File: config.mk
export PLATFORM = sky130hd
export DESIGN_NAME = ring_buffer_usb_bulk_packetizer
export DESIGN_NICKNAME = d
export VERILOG_FILES = /design/src/design/rbub_pkg.sv /design/src/design/rbub_ram.sv /design/src/design/ring_buffer_usb_bulk_packetizer.sv
export SDC_FILE = /design/constraint.sdc
export NUM_CORES = 1
export LEC_CHECK = 0
export ABC_AREA = 1
export BUFFER_PORTS_ARGS = -buffer_cell sky130_fd_sc_hd__buf_2
export CORE_AREA = 2 2 184 322
export DETAILED_ROUTE_END_ITERATION = 8
export DIE_AREA = 0 0 186 324
export HOLD_SLACK_MARGIN = 0.15
export PLACE_DENSITY = 0.6
export SETUP_SLACK_MARGIN = 0.3
export SKIP_CTS_REPAIR_TIMING = 1
export SYNTH_ARGS = -nofsm -noshare
export SYNTH_HDL_FRONTEND = slang
export SYNTH_HIERARCHICAL = 1
export SYNTH_SLANG_ARGS = --single-unit
File: constraint.sdc
create_clock -name i_clk -period 3.1 [get_ports i_clk]
set_input_delay 0.31 -clock i_clk [delete_from_list [all_inputs] [get_ports i_clk]]
set_output_delay 0.31 -clock i_clk [all_outputs]
set_load 0.1 [all_outputs]
File: src/design/rbub_pkg.sv
// Shared types and constants for the USB bulk IN ring buffer packetiser.
package rbub_pkg;

    localparam int RING_DEPTH     = 64;
    localparam int IDX_W          = (RING_DEPTH > 1) ? $clog2(RING_DEPTH) : 1;
    localparam int LEN_W          = $clog2(RING_DEPTH + 1);
    localparam int BYTE_W         = 8;
    localparam int PKT_LEN_W      = 7;
    localparam int CMD_W          = 2;
    localparam int KIND_W         = 3;
    localparam int INTERVAL_W     = 8;
    localparam int S_TDATA_W      = 16;
    localparam int M_TDATA_W      = 16;
    localparam logic [INTERVAL_W-1:0] POLL_INTERVAL_RST = INTERVAL_W'(100);

    typedef enum logic [CMD_W-1:0] {
        CMD_PUT     = 2'd0,
        CMD_POLL    = 2'd1,
        CMD_IN_DONE = 2'd2,
        CMD_UNUSED  = 2'd3
    } t_cmd;

    typedef enum logic [KIND_W-1:0] {
        KIND_PUT_OK   = 3'd0,
        KIND_PUT_FULL = 3'd1,
        KIND_BYTE     = 3'd2,
        KIND_ZLP      = 3'd3,
        KIND_NONE     = 3'd4,
        KIND_IDLE     = 3'd5
    } t_kind;

endpackage

File: src/design/rbub_ram.sv
// Simple dual-port synchronous RAM with registered read data.
module rbub_ram #(
    parameter int DEPTH = 64,
    parameter int WIDTH = 8,
    parameter int ADDR_W = (DEPTH > 1) ? $clog2(DEPTH) : 1
) (
    input  logic              i_clk,
    input  logic              i_we,
    input  logic [ADDR_W-1:0] i_waddr,
    input  logic [WIDTH-1:0]  i_wdata,
    input  logic              i_re,
    input  logic [ADDR_W-1:0] i_raddr,
    output logic [WIDTH-1:0]  o_rdata
);

    logic [WIDTH-1:0] r_mem [DEPTH];
    logic [WIDTH-1:0] r_rdata;

    always_ff @(posedge i_clk) begin
        if (i_we) begin
            r_mem[i_waddr] <= i_wdata;
        end
        if (i_re) begin
            r_rdata <= r_mem[i_raddr];
        end
    end

    assign o_rdata = r_rdata;

endmodule

File: src/design/ring_buffer_usb_bulk_packetizer.sv
// Top level: transmit byte ring and bulk IN packetiser with zero-length packet handling.
//
//  Channel   Direction  Handshake                    Contents
//  s_axis    in         s_axis_tvalid/s_axis_tready  one command word
//  m_axis    out        m_axis_tvalid/m_axis_tready  one result word
//  cfg       in         i_cfg_valid/o_cfg_ready      poll interval register
//
// Put, IN-complete and idle polls each give one result word.
// A poll that sends a packet of N bytes blocks the input until its last byte is loaded
// into the output register: the bytes stream from the ring RAM read port at one per cycle
// while the output is not stalled. A stalled output holds the RAM read pipeline in place.
// Reset is synchronous and immediate; the ring RAM is not cleared.
module ring_buffer_usb_bulk_packetizer (
    input  logic                           i_clk,
    input  logic                           i_rst_n,
    input  logic                           s_axis_tvalid,
    output logic                           s_axis_tready,
    // [7:0] put_byte, [8] configured, [15:9] zero
    input  logic [rbub_pkg::S_TDATA_W-1:0] s_axis_tdata,
    // [1:0] cmd
    input  logic [rbub_pkg::CMD_W-1:0]     s_axis_tuser,
    output logic                           m_axis_tvalid,
    input  logic                           m_axis_tready,
    // [7:0] packet_byte, [14:8] packet_length, [15] zero
    output logic [rbub_pkg::M_TDATA_W-1:0] m_axis_tdata,
    // [2:0] result_kind
    output logic [rbub_pkg::KIND_W-1:0]    m_axis_tuser,
    output logic                           m_axis_tlast,
    input  logic                           i_cfg_valid,
    output logic                           o_cfg_ready,
    input  logic [rbub_pkg::INTERVAL_W-1:0] i_cfg_data
);

    import rbub_pkg::*;

    typedef enum logic {
        ST_IDLE,
        ST_EMIT
    } t_state;

    t_state                r_state;
    logic [IDX_W-1:0]      r_wr;
    logic [IDX_W-1:0]      r_rd;
    logic                  r_busy;
    logic                  r_full;
    logic [INTERVAL_W-1:0] r_frame;
    logic [INTERVAL_W-1:0] r_poll_interval;

    logic [IDX_W-1:0]      r_rd_ptr;
    logic [LEN_W-1:0]      r_issue_cnt;
    logic [LEN_W-1:0]      r_out_cnt;
    logic [PKT_LEN_W-1:0]  r_pkt_len;
    logic                  r_rd_vld;

    logic                  r_m_valid;
    t_kind                 r_kind;
    logic [BYTE_W-1:0]     r_byte;
    logic [PKT_LEN_W-1:0]  r_len;
    logic                  r_last;

    t_cmd                  cmd;
    logic [BYTE_W-1:0]     put_byte;
    logic                  configured;
    logic                  in_acc;
    logic [IDX_W-1:0]      wr_adv;
    logic                  due;
    logic                  ring_empty;
    logic [LEN_W-1:0]      pend_len;
    logic                  emit_go;
    logic                  consume;
    logic                  issue;
    logic                  out_load;
    logic                  ram_we;
    logic [BYTE_W-1:0]     ram_rdata;
    t_kind                 n_kind;

    function automatic logic [IDX_W-1:0] advance(input logic [IDX_W-1:0] idx);
        logic [IDX_W:0] nxt;
        nxt = {1'b0, idx} + 1'b1;
        if (nxt >= (IDX_W+1)'(RING_DEPTH)) begin
            nxt = '0;
        end
        return nxt[IDX_W-1:0];
    endfunction

    assign cmd        = t_cmd'(s_axis_tuser);
    assign put_byte   = s_axis_tdata[BYTE_W-1:0];
    assign configured = s_axis_tdata[BYTE_W];

    assign s_axis_tready = (r_state == ST_IDLE) && (!r_m_valid || m_axis_tready);
    assign in_acc        = s_axis_tvalid && s_axis_tready;
    assign o_cfg_ready   = 1'b1;

    assign wr_adv     = advance(r_wr);
    assign due        = r_frame > r_poll_interval;
    assign ring_empty = (r_rd == r_wr) && !r_full;

    always_comb begin
        if (r_full) begin
            pend_len = LEN_W'(RING_DEPTH);
        end else if (r_wr >= r_rd) begin
            pend_len = LEN_W'(r_wr) - LEN_W'(r_rd);
        end else begin
            pend_len = LEN_W'(r_wr) + LEN_W'(RING_DEPTH) - LEN_W'(r_rd);
        end
    end

    assign emit_go = in_acc && (cmd == CMD_POLL) && configured && due && !r_busy
                     && !ring_empty;

    // The RAM read runs one word ahead of the output register.
    assign consume  = (r_state == ST_EMIT) && r_rd_vld && (!r_m_valid || m_axis_tready);
    assign issue    = (r_state == ST_EMIT) && (r_issue_cnt != '0) && (!r_rd_vld || consume);
    assign out_load = (in_acc && !emit_go) || consume;
    assign ram_we   = in_acc && (cmd == CMD_PUT) && !r_full;

    always_comb begin
        unique case (cmd)
            CMD_PUT:     n_kind = r_full ? KIND_PUT_FULL : KIND_PUT_OK;
            CMD_POLL:    n_kind = KIND_NONE;
            CMD_IN_DONE: n_kind = r_full ? KIND_ZLP : KIND_IDLE;
            default:     n_kind = KIND_NONE;
        endcase
    end

    rbub_ram #(
        .DEPTH (RING_DEPTH),
        .WIDTH (BYTE_W)
    ) u_ram (
        .i_clk   (i_clk),
        .i_we    (ram_we),
        .i_waddr (r_wr),
        .i_wdata (put_byte),
        .i_re    (issue),
        .i_raddr (r_rd_ptr),
        .o_rdata (ram_rdata)
    );

    always_ff @(posedge i_clk) begin
        if (!i_rst_n) begin
            r_state         <= ST_IDLE;
            r_wr            <= '0;
            r_rd            <= '0;
            r_busy          <= 1'b0;
            r_full          <= 1'b0;
            r_frame         <= '0;
            r_poll_interval <= POLL_INTERVAL_RST;
            r_rd_ptr        <= '0;
            r_issue_cnt     <= '0;
            r_out_cnt       <= '0;
            r_rd_vld        <= 1'b0;
            r_m_valid       <= 1'b0;
        end else begin
            if (i_cfg_valid && o_cfg_ready) begin
                r_poll_interval <= i_cfg_data;
            end

            if (out_load) begin
                r_m_valid <= 1'b1;
            end else if (m_axis_tready) begin
                r_m_valid <= 1'b0;
            end

            if (issue) begin
                r_rd_vld    <= 1'b1;
                r_rd_ptr    <= advance(r_rd_ptr);
                r_issue_cnt <= r_issue_cnt - 1'b1;
            end else if (consume) begin
                r_rd_vld <= 1'b0;
            end

            unique case (r_state)
                ST_IDLE: begin
                    if (in_acc) begin
                        if (cmd == CMD_PUT && !r_full) begin
                            r_wr <= wr_adv;
                            if (wr_adv == r_rd) begin
                                r_full <= 1'b1;
                            end
                        end
                        if (cmd == CMD_POLL && configured) begin
                            r_frame <= due ? '0 : r_frame + 1'b1;
                        end
                        if (cmd == CMD_IN_DONE) begin
                            if (r_full) begin
                                r_full <= 1'b0;
                            end else begin
                                r_busy <= 1'b0;
                            end
                        end
                        if (emit_go) begin
                            // A full ring keeps both indices and stays full; either way all pending bytes go.
                            r_busy      <= 1'b1;
                            r_rd        <= r_wr;
                            r_rd_ptr    <= r_rd;
                            r_issue_cnt <= pend_len;
                            r_out_cnt   <= pend_len;
                            r_pkt_len   <= PKT_LEN_W'(pend_len);
                            r_state     <= ST_EMIT;
                        end else begin
                            r_kind    <= n_kind;
                            r_byte    <= '0;
                            r_len     <= '0;
                            r_last    <= 1'b1;
                        end
                    end
                end
                ST_EMIT: begin
                    if (consume) begin
                        r_kind    <= KIND_BYTE;
                        r_byte    <= ram_rdata;
                        r_len     <= r_pkt_len;
                        r_last    <= (r_out_cnt == LEN_W'(1));
                        r_out_cnt <= r_out_cnt - 1'b1;
                        if (r_out_cnt == LEN_W'(1)) begin
                            r_state <= ST_IDLE;
                        end
                    end
                end
            endcase
        end
    end

    assign m_axis_tvalid = r_m_valid;
    assign m_axis_tdata  = {(M_TDATA_W - BYTE_W - PKT_LEN_W)'(0), r_len, r_byte};
    assign m_axis_tuser  = r_kind;
    assign m_axis_tlast  = r_last;

endmodule

==> results of run 1 <==
==> placed cells by master (no fill, tap or decap), types with 6 or more instances in the layout <==
cell type / instances
ha_1: 21
buf_12: 10
edfxtp_1: 546
bufinv_16: 7
o21ai_0: 38
buf_2: 44
nand3_1: 478
nand2_1: 795
nor3_1: 6
a21oi_1: 36
nand4_1: 16
clkbuf_16: 53
buf_4: 95
nor4_4: 8
o21ai_1: 6
clkbuf_1: 16
nor2_1: 124
xor2_1: 8
dfxtp_1: 49
clkinv_1: 6
clkinv_2: 6
inv_1: 96
dlygate4sd3_1: 18
==> worst paths after layout <==
check	startpoint	to	slack, ns	cells past startpoint
max	r_rd[2]$_SDFFE_PN0P_	r_out_cnt[5]$_SDFFE_PN0P_	0.52	13
max reg2reg	r_rd[2]$_SDFFE_PN0P_	r_out_cnt[5]$_SDFFE_PN0P_	0.52	13
min reg2reg	r_poll_interval[4]$_SDFFE_PN0P_	r_poll_interval[4]$_SDFFE_PN0P_	0.47	2
min	m_axis_tready	m_axis_tvalid$_SDFFE_PN0P_	0.11	4
==> area by class of cell <==
cell class,count,area share
Clock inverter,24,0.01040
Sequential cell,599,0.6024
Multi-Input combinational cell,1567,0.2469
Inverter,101,0.01333
Tap cell,773,0.03335
Timing Repair Buffer,167,0.04531
Clock buffer,70,0.04828
==> per-stage QoR <==
step                worst slack (ns)  std cells
finish                        0.5248       3301
global route                  0.3585       3301
CTS                           0.5679       3283
detailed placement            0.5608       3189
global placement              0.5936       3189
floorplan                    -0.2233       2396
==> sequential cells by signal, indices dropped and copies added, names as in the netlist, 3 cells and up <==
register / flops
r_wr: 6
r_len: 7
r_issue_cnt: 7
r_poll_interval: 8
u_ram/r_mem: 512
r_rd_ptr: 6
u_ram/o_rdata: 8
r_byte: 8
m_axis_tuser: 3
r_pkt_len: 7
r_frame: 8
r_rd: 6
r_out_cnt: 7
==> logic make-up after synthesis <==
kind of cell | after synthesis
compound gates | 87
xor+xnor | 11
fa+ha+maj | 22
buf+inv | 230
flops | 599
other cells | 2
simple gates | 1445
==> layer usage <==
layer,part of all wire,track usage
met1,0.36,0.2346
met2,0.54,0.4026
met5,0,0
met4,0.058,0.1190
met3,0.044,0.02290
==> power by group <==
part | switching [mW] | internal, mW
combinational | 0.596 | 0.162
sequential | 0.0202 | 8.85
clock | 2.83 | 3.75
total | 3.45 | 12.8
==> critical path: stages (launching register included) <==
cell	delay, ns
dfxtp_1	0.45
inv_1	0.12
ha_1	0.42
nand2_1	0.10
nor2_1	0.16
nand3_1	0.14
nand2_1	0.09
inv_1	0.05
nand3_2	0.08
buf_4	0.36
nand2_2	0.18
inv_1	0.19
nor2_1	0.07
nor2_1	0.10
==> impl_results.md, run 1 <==
- Run status: completed
- XOR/XNOR share of the synthesized area: 0.003739
- Post-synth top area cell: edfxtp_1
- Adder and majority cell fraction of the synthesized area: 0.01097
- Nature of the critical path startpoint: flip-flop
- Sequential cell area: about 17000 µm²
- Area after DPL: roughly 27000 µm²
- Clock transition at the register clock pins on the worst setup and hold paths after CTS: 0.07 ns
- Timing-limited maximum frequency: 388.3 MHz
- Global-route usage over all layers: 0.2154
- Leak: 10.85 nW
- Total congestion overflow: 0
- Clock period minus worst slack: 2.575 ns
- Multi-input gate area: 7159 µm²
- Final cell area excluding filler cells: 29000 µm²
- Number of remaining DRC errors: 0
- Clock insertion delay at the later pin of the skew report: 0.60 ns
- Initial core utilization: 0.4456
- Syn_nets: 2449
- Filler Cell Count: 5028
- Worst hold-check slack: 0.1141 ns
- Cts bufs inserted: roughly 50
- Arrival time of data at the critical path endpoint: 3.11 ns
- Clock tree from TritonCTS: yes
- Fin Setup TNS: 0 ns
- Maximum number of pins on one net before global-route repair: 143
- Distinct cell type count of the synthesized netlist: 39
- Worst-path maximum fanout: 30
- Fraction of layout instances using a drive strength above 1: 0.1005
- Slew margin rel.: 0.2254
- WS Path Type: reg -> reg
- Sequential share of the synthesized area: 0.6774
- Vert. Die Dim: 324 µm
- Critical Path End Type: flip-flop
- Number of flops mapped to enable cells by yosys: 546
- HP Class: in -> reg
- Post-Syn Area: 25770 µm²
- Area enclosed by the die boundary: 60260 µm²
- Vias per std cell: 5.349
- Pwr/cell area: 559.2 nW/µm²
- Yosys reg bits: 599
- Floorplan row count: 117
- Maximum root-to-sink buffer count: 3
- Unrepaired setup endpoints after global routing: no
- N_diodes: 0
- Leading post-synthesis cells by cell area: edfxtp_1 (64%), nand2_1 (12%), nand3_1 (9.3%)
- RePlAce Congestion: 0.8783
- Final cycle utilization of the critical path: 0.8307
- Share of cell area taken by muxes after synthesis: 0
- Number of sinks on the clock net: 599
- Overall power: 16.21 mW
- Die W: between 150 and 200 µm
- Final routed wire length divided by cell count: 19.69 µm
- Finish-stage setup viols: 0
- Remaining number of nets flagged by the antenna check after routing: 0
- Share of the core filled with cells in the final layout: 0.5015
- Gate count after technology mapping: 2396
- Count leader, synth: nand2_1
- Number of nets at the end of the flow: 2540
- Hold violation count in the final report: 0
- Clock H-tree levels: 2
- Top_reg_cell synth: edfxtp_1
- Share of synthesized flip-flops with an asynchronous set or reset: 0
- Count of max-cap constraint violations: 0
- Top cell types by occurrence after synthesis: nand2_1 (795), edfxtp_1 (546), nand3_1 (478)
- Standard cell core area: 57820 µm²
- Routed wire length: ~65 mm
- Overall via count from detail_route: approximately 18000
- Initial antenna violation count: 0
- VDD IR-drop max: 0.3511 mV
- Final HPWL DP: 41.11 mm
- Main combinational cell family by area after synthesis: simple AND/OR/NAND/NOR gates
- Count of TritonRoute iterations in the first routing pass: 5
- Final clock skew: between 0.01 and 0.015 ns
- Req. time, crit path: 3.64 ns
- Total of buffers placed on input and output ports: 44
- Syn_area_per_cell: 10.75 µm²
- Violation count after the first detailed-route iteration: approximately 1400
- Simple-gate share of the synthesized area: 0.2401
- Post-synthesis compound-gate area fraction: 0.01767
- Synth-to-layout area growth: 12.53%
- Transition time of the tightest slew-check pin: about 1.2 ns
- Boundary pin count: 54
- Vias in the first global route: 16618
- Global-route wire length before repair: about 97 mm
- Clock tree root buffer cell: clkbuf_16
- Area share of the largest cell type after synthesis: 0.6363
- Total number of yosys warnings: 6
- Slew Viols, Final: 0
(Power assumes the default switching activity.)
==> inputs of run 2 (changes only) <==
Clock period 3.1 ns to 2.67 ns, I/O delays scaled along.
==> impl_results.md, run 2 (synthesis gave the netlist of run 1 again) <==
- Vert. Die Dim: 324 µm (unchanged)
- Hold violation count in the final report: 0 (unchanged)
- Final cycle utilization of the critical path: 0.8401 (+0.009447)
- Vias per std cell: 5.310 (-0.74%)
- Transition time of the tightest slew-check pin: 1.260 ns (+0.09777 ns)
- Global-route wire length before repair: 98.75 mm (+1.8%)
- Count of TritonRoute iterations in the first routing pass: 5 (unchanged)
- Area enclosed by the die boundary: 60260 µm² (unchanged)
- Total of buffers placed on input and output ports: 44 (unchanged)
- Number of remaining DRC errors: 0 (unchanged)
- Critical path, cell by cell: inv_6, buf_12, nand2_1, nand3_1, nand3_1, nand2_1, nand2_1, nand3_1, nand3_1, nand2_1
- Violation count after the first detailed-route iteration: 1323 (-4.1%)
- Standard cell core area: 57820 µm² (unchanged)
- Clock period minus worst slack: 2.243 ns (-0.3320 ns)
- HP Class: in -> reg
- Vias in the first global route: 17277 (+4.0%)
- Overall via count from detail_route: 17378 (-1.6%)
- WS Path Type: reg -> reg
- VDD IR-drop max: 0.4397 mV (+25%)
- Routed wire length: 65.12 mm (+0.21%)
- RePlAce Congestion: 0.8662 (-1.4%)
- Run status: completed
- Floorplan row count: 117 (unchanged)
- Area after DPL: 27390 µm² (+1.0%)
- Boundary pin count: 54 (unchanged)
- Cts bufs inserted: 53 (+3.9%)
- Maximum single-stage delay on the critical path: 0.39 ns (-0.06 ns)
- Arrival time of data at the critical path endpoint: 2.68 ns (-0.43 ns)
- Clock H-tree levels: 2 (unchanged)
- Clock insertion delay at the later pin of the skew report: 0.61 ns (about the same)
- Filler Cell Count: 5016 (-0.24%)
- N_diodes: 0 (unchanged)
- Initial antenna violation count: 0 (unchanged)
- Final HPWL DP: 41.86 mm (+1.8%)
- Critical path launch point: r_rd_ptr[0]$_SDFF_PN0_
- Pwr/cell area: 653.8 nW/µm² (+17%)
- Die W: 186 µm (unchanged)
- Final cell area excluding filler cells: 29460 µm² (+1.6%)
- Count of max-cap constraint violations: 0 (unchanged)
- Nature of the critical path startpoint: flip-flop
- Commonest cells after routing, fill and taps aside: nand2_1 (795), edfxtp_1 (546), nand3_1 (478), inv_1 (96), nor2_1 (68)
- Total congestion overflow: 0 (unchanged)
- Clock tree from TritonCTS: yes
- Register with the most flip-flops: u_ram/r_mem
- Critical Path End Type: flip-flop
- Sequential cell area: 17470 µm² (unchanged)
- Cell class contributing the biggest share of worst-path delay: simple AND/OR/NAND/NOR gates
- Global-route usage over all layers: 0.2180 (+0.002677)
- Initial core utilization: 0.4456 (unchanged)
- Remaining number of nets flagged by the antenna check after routing: 0 (unchanged)
- Maximum root-to-sink buffer count: 3 (unchanged)
- Hold Startpoint: s_axis_tdata[8]
- Leak: 10.76 nW (-0.84%)
- Slew Viols, Final: 0 (unchanged)
- Total buffers and inverters traversed by the critical path: 2 (-2)
- Most common library cell in the layout ignoring fill and taps: nand2_1
- Number of nets at the end of the flow: 2510 (-1.2%)
- Startpoint of the lowest-slack register-to-register path: r_rd_ptr[0]$_SDFF_PN0_
- Synth-to-layout area growth: 14.31%
- Multi-input gate area: 7600 µm² (+6.2%)
- Clock transition at the register clock pins on the worst setup and hold paths after CTS: 0.06 ns (about the same)
- Final clock skew: 0.02364 ns (+0.008831 ns)
- Slew margin rel.: 0.1593 (-0.06611)
- Finish-stage setup viols: 0 (unchanged)
- Worst-path maximum fanout: 39 (+30%)
- Unrepaired setup endpoints after global routing: no
- Library cell contributing the largest single delay on the critical path: dfxtp_4
- Overall power: 19.26 mW (+19%)
- Maximum number of pins on one net before global-route repair: 107 (-25%)
- Fraction of layout instances using a drive strength above 1: 0.1144 (+0.01393)
- Final routed wire length divided by cell count: 19.90 µm (+1.1%)
- Timing-limited maximum frequency: 445.8 MHz (+15%)
- Max FFs per register: 512 (unchanged)
- Req. time, crit path: 3.11 ns (-0.53 ns)
- Clock tree root buffer cell: clkbuf_16
- Number of sinks on the clock net: 599 (unchanged)
-- run 2: cell types whose count changed in the layout (fill, tap and decap cells not counted), sizes merged --
cell | previous run | this run
buf | 149 | 114
clkbuf | 70 | 66
clkinv | 13 | 17
inv | 103 | 102
clkinvlp | 2 | 5
dlygate4sd3 | 18 | 21
bufinv | 7 | 9
-- run 2: report_power, final --
group	switching (mW)	internal [mW]	total, mW
Clock	3.42	4.61	8.02
Combinational	0.727	0.212	0.939
Sequential	0.0208	10.3	10.3
Total	4.16	15.1	19.3
-- run 2: area by class of cell --
class                           instances  share of cell area
Inverter                              101             0.01312
Timing Repair Buffer                  135             0.04095
Clock buffer                           66             0.04736
Clock inverter                         32             0.01470
Tap cell                              773             0.03283
Sequential cell                       599              0.5930
Multi-Input combinational cell       1567              0.2580
-- run 2: worst min-delay path, stage by stage --
cell	delay, ns
buf_2	0.10
nand3_1	0.11
nor2_2	0.08
nand2_1	0.06
a21oi_1	0.06
-- run 2: worst paths after layout --
path / slack (ns) / cells past startpoint / to
setup / recovery: 0.43 / 10 / u_ram/o_rdata[7]$_DFFE_PP_
hold / removal: 0.13 / 5 / r_frame[0]$_SDFFE_PN0P_
setup reg to reg: 0.43 / 10 / u_ram/o_rdata[7]$_DFFE_PP_
hold reg to reg: 0.47 / 2 / r_poll_interval[4]$_SDFFE_PN0P_
-- run 2: metal layers --
layer / track usage / vias to the layer above / routed length [µm]
met1: 0.2421 / 8434 / 24100
met2: 0.4140 / 438 / 35680
met3: 0.02010 / 140 / 2399
met5: 0 / - / 0
met4: 0.1010 / 0 / 2944
li1: - / 8366 / -
-- run 2: metrics by stage --
stage / std cells / utilization / TNS (ns) / hold slack [ns] / setup slack (ns)
CTS: 3252 / 0.5054 / 0 / -0.1425 / 0.3204
global placement: 3154 / 0.4737 / 0 / 0.4591 / 0.3340
finish: 3273 / 0.5094 / 0 / 0.1258 / 0.4268
global route: 3273 / 0.5094 / 0 / 0.1598 / 0.2930
detailed placement: 3154 / 0.4737 / 0 / 0.4620 / 0.3474
floorplan: 2396 / - / -201.78 / 0.3659 / -0.6533
==> inputs of run 3 (changes only) <==
Settings changed: ABC_AREA 1 to 0, CORE_AREA 2 2 184 322 to 2 2 180 314, DIE_AREA 0 0 186 324 to 0 0 182 316.
Clock period 2.67 ns to 2.1 ns, I/O delays scaled along.
==> impl_results.md, run 3 <==
- Hold Startpoint: s_axis_tuser[0]
- Total instance count after detailed placement: 2286 (-28%)
- Violation count after the first detailed-route iteration: 958 (-28%)
- Startpoint of the lowest-slack register-to-register path: r_rd_ptr[0]$_SDFF_PN0_
- Final HPWL DP: 41.88 mm (about the same)
- Count leader, synth: edfxtp_1
- Critical Path End Type: flip-flop
- Cts bufs inserted: 53 (unchanged)
- Maximum root-to-sink buffer count: 3 (unchanged)
- Vias in the first global route: 14089 (-18%)
- Clock tree from TritonCTS: yes
- Distinct cell type count of the synthesized netlist: 72 (+85%)
- Failing checks: setup timing
- Run status: finished with violations
- Share of synthesized flip-flops with an asynchronous set or reset: 0 (unchanged)
- Total of buffers placed on input and output ports: 44 (unchanged)
- Transition time of the tightest slew-check pin: 0.8278 ns (-0.4318 ns)
- Fraction of layout instances using a drive strength above 1: 0.4130 (+0.2986)
- Initial antenna violation count: 0 (unchanged)
- Register with the most flip-flops: u_ram/r_mem
- Commonest cells after routing, fill and taps aside: edfxtp_1 (546), buf_4 (130), mux4_2 (126), nor2_1 (68), nor2_4 (63)
- Worst path setup slack after routing: -0.2399 ns (-0.6667 ns)
- Clock insertion delay at the later pin of the skew report: 0.60 ns (about the same)
- Share of the core filled with cells in the final layout: 0.5738 (+0.06441)
- Hold violation count in the final report: 0 (unchanged)
- RePlAce Congestion: 0.8694 (+0.37%)
- Most common library cell in the layout ignoring fill and taps: edfxtp_1
- Overall via count from detail_route: 13907 (-20%)
- Area after DPL: 27790 µm² (+1.4%)
- VDD IR-drop max: 0.5385 mV (+22%)
- Yosys reg bits: 599 (unchanged)
- HP Class: in -> reg
- Synth-to-layout area growth: 29.17%
- Sequential share of power: 0.551 (+0.016)
- Count of max-cap constraint violations: 0 (unchanged)
- Arrival time of data at the critical path endpoint: 2.69 ns (about the same)
- Worst reg-to-reg setup slack: -0.24 ns (-0.67 ns)
- Routed wire length: 63.22 mm (-2.9%)
- Number of remaining DRC errors: 0 (unchanged)
- Post-synth top area cell: edfxtp_1
- Sequential share of the synthesized area: 0.7137 (+0.03628)
- Leading post-synthesis cells by cell area: edfxtp_1 (67%), mux4_2 (12%), dfxtp_1 (4.3%)
- Vert. Die Dim: 316 µm (-2.5%)
- Post-Syn Area: 24460 µm² (-5.1%)
- Clock period minus worst slack: 2.340 ns (+0.09674 ns)
- Gate count after technology mapping: 1397 (-42%)
- Max FFs per register: 512 (unchanged)
- Count of TritonRoute iterations in the first routing pass: 5 (unchanged)
- Boundary pin count: 54 (unchanged)
- Final cell area excluding filler cells: 31590 µm² (+7.3%)
- Leak: 10.22 nW (-5.0%)
- Floorplan row count: 114 (-2.6%)
- Total congestion overflow: 0 (unchanged)
- End of the worst hold path: m_axis_tuser[1]$_SDFFCE_PP1P_
- Switching power: 4.765 mW (+14%)
- Final cycle utilization of the critical path: 1.114 (+0.2741)
- Logic gate share of total power: 0.031 (-0.018)
- Remaining number of nets flagged by the antenna check after routing: 0 (unchanged)
- WS Path Type: reg -> reg
- Worst-path maximum fanout: 7 (-82%)
- Number of sinks on the clock net: 599 (unchanged)
- Nature of the critical path startpoint: flip-flop
- Timing-limited maximum frequency: 427.4 MHz (-4.1%)
- Vias per std cell: 5.676 (+6.9%)
- Post-layout instance count excluding filler cells: 2450 (-25%)
- Global-route wire length before repair: 88.78 mm (-10%)
- Area enclosed by the die boundary: 57510 µm² (-4.6%)
- Number of nets at the end of the flow: 1767 (-30%)
- Global-route usage over all layers: 0.2119 (-0.006168)
- Crit Reg-Reg Endpoint: u_ram/o_rdata[0]$_DFFE_PP_
- Sw Ratio: 0.2017 (-0.01450)
- Pwr/cell area: 747.7 nW/µm² (+14%)
- Top_reg_cell synth: edfxtp_1
- Maximum number of pins on one net before global-route repair: 65 (-39%)
- Clock transition at the register clock pins on the worst setup and hold paths after CTS: 0.07 ns (about the same)
- Top cell types by occurrence after synthesis: edfxtp_1 (546), nor2_1 (140), mux4_2 (126)
- Syn_area_per_cell: 17.51 µm² (+63%)
- Syn_nets: 1450 (-41%)
- Slew Viols, Final: 0 (unchanged)
- Final routed wire length divided by cell count: 25.80 µm (+30%)
- Clk pwr share: 0.417 (about the same)
- Number of flops mapped to enable cells by yosys: 546 (unchanged)
- P_int: 18.86 mW (+25%)
- Standard cell core area: 55060 µm² (-4.8%)
- Finish-stage setup viols: 441 (+441)
- Area share of the largest cell type after synthesis: 0.6703 (+0.03408)
- Worst setup slack before clock tree synthesis: -0.3065 ns (-0.6539 ns)
- Clock tree root buffer cell: clkbuf_16
- Total number of yosys warnings: 6 (unchanged)
- Number of cells traversed by the worst register-to-register path: 7 (-3)
- Hold Path Depth: 5 (unchanged)
- Initial core utilization: 0.4442 (-0.001402)
- Unrepaired setup endpoints after global routing: yes
- Req. time, crit path: 2.45 ns (-0.66 ns)
- Slew margin rel.: 0.4481 (+0.2888)
- Die W: 182 µm (-2.2%)
- Final clock skew: 0.01489 ns (-0.008751 ns)
- Clock H-tree levels: 2 (unchanged)
==> run 3: how the worst max path moves through the flow <==
stage / from / end / slack, ns
after global placement: r_rd_ptr[0]$_SDFF_PN0_ / u_ram/o_rdata[7]$_DFFE_PP_ / -0.33
after detailed placement: r_rd_ptr[0]$_SDFF_PN0_ / u_ram/o_rdata[5]$_DFFE_PP_ / -0.31
after CTS: r_rd_ptr[0]$_SDFF_PN0_ / u_ram/o_rdata[3]$_DFFE_PP_ / -0.32
after global routing: r_rd_ptr[0]$_SDFF_PN0_ / u_ram/o_rdata[5]$_DFFE_PP_ / -0.29
after floorplan: r_state$_SDFF_PN0_ / u_ram/r_mem[46][0]$_DFFE_PP_ / -0.22
final: r_rd_ptr[0]$_SDFF_PN0_ / u_ram/o_rdata[0]$_DFFE_PP_ / -0.24
==> run 3: routing by layer <==
layer / part of all wire / track usage
met1: 0.34 / 0.2253
met2: 0.58 / 0.4238
met3: 0.034 / 0.02200
met4: 0.045 / 0.08193
met5: 0 / 0
==> run 3: cell type report <==
cell class / count / area, µm²
antenna: 1 / 2.502
clock buffer: 66 / 1406
clock inverter: 28 / 336.6
fill: 4108 / 23460
inverter: 26 / 107.6
multi-input combinational: 698 / 7657
sequential: 599 / 17490
tap: 696 / 870.8
timing repair buffer: 336 / 3719
==> run 3: critical path, stage by stage (launching register included) <==
cell and delay, ns:
dfxtp_4 0.46, buf_12 0.13, clkbuf_16 0.15, mux4_2 0.50
mux4_2 0.52, nor2_4 0.14, nor3_2 0.06, o2bb2ai_1 0.13
==> run 3: power by group through the flow <==
stage                     Sequential, mW  Clock (mW)  Combinational [mW]
after detailed placement            13.3           0               0.622
final                               13.0        9.86               0.738
after global placement              13.3           0               0.607
after floorplan                     13.4           0               0.175
after global routing                13.0        10.5               0.786
after CTS                           13.0        10.1               0.623
==> run 3: stage by stage <==
| step | TNS [ns] | hold slack (ns) | power (mW) |
|---|---|---|---|
| finish | -21.08 | 0.1382 | 23.62 |
| global route | -47.67 | 0.1651 | 24.29 |
| CTS | -78.24 | -0.1877 | 23.70 |
| detailed placement | -70.66 | 0.4349 | 13.90 |
| global placement | -62.78 | 0.4306 | 13.89 |
| floorplan | -81.19 | 0.3089 | 13.56 |
==> run 3: cells by family (layout without fill, tap and decap cells) <==
group | count (synthesis) | after routing | share of synthesized area
AO/OA/AOI/OAI | 137 | 137 | 0.04154
XOR/XNOR | 26 | 26 | 0.009310
flip-flops | 599 | 599 | 0.7137
other | 2 | 3 | 0.0003071
adder cells (fa/ha/maj) | 22 | 22 | 0.01156
multiplexers | 177 | 177 | 0.1376
buffers and inverters | 100 | 456 | 0.02149
AND/OR/NAND/NOR | 334 | 334 | 0.06451
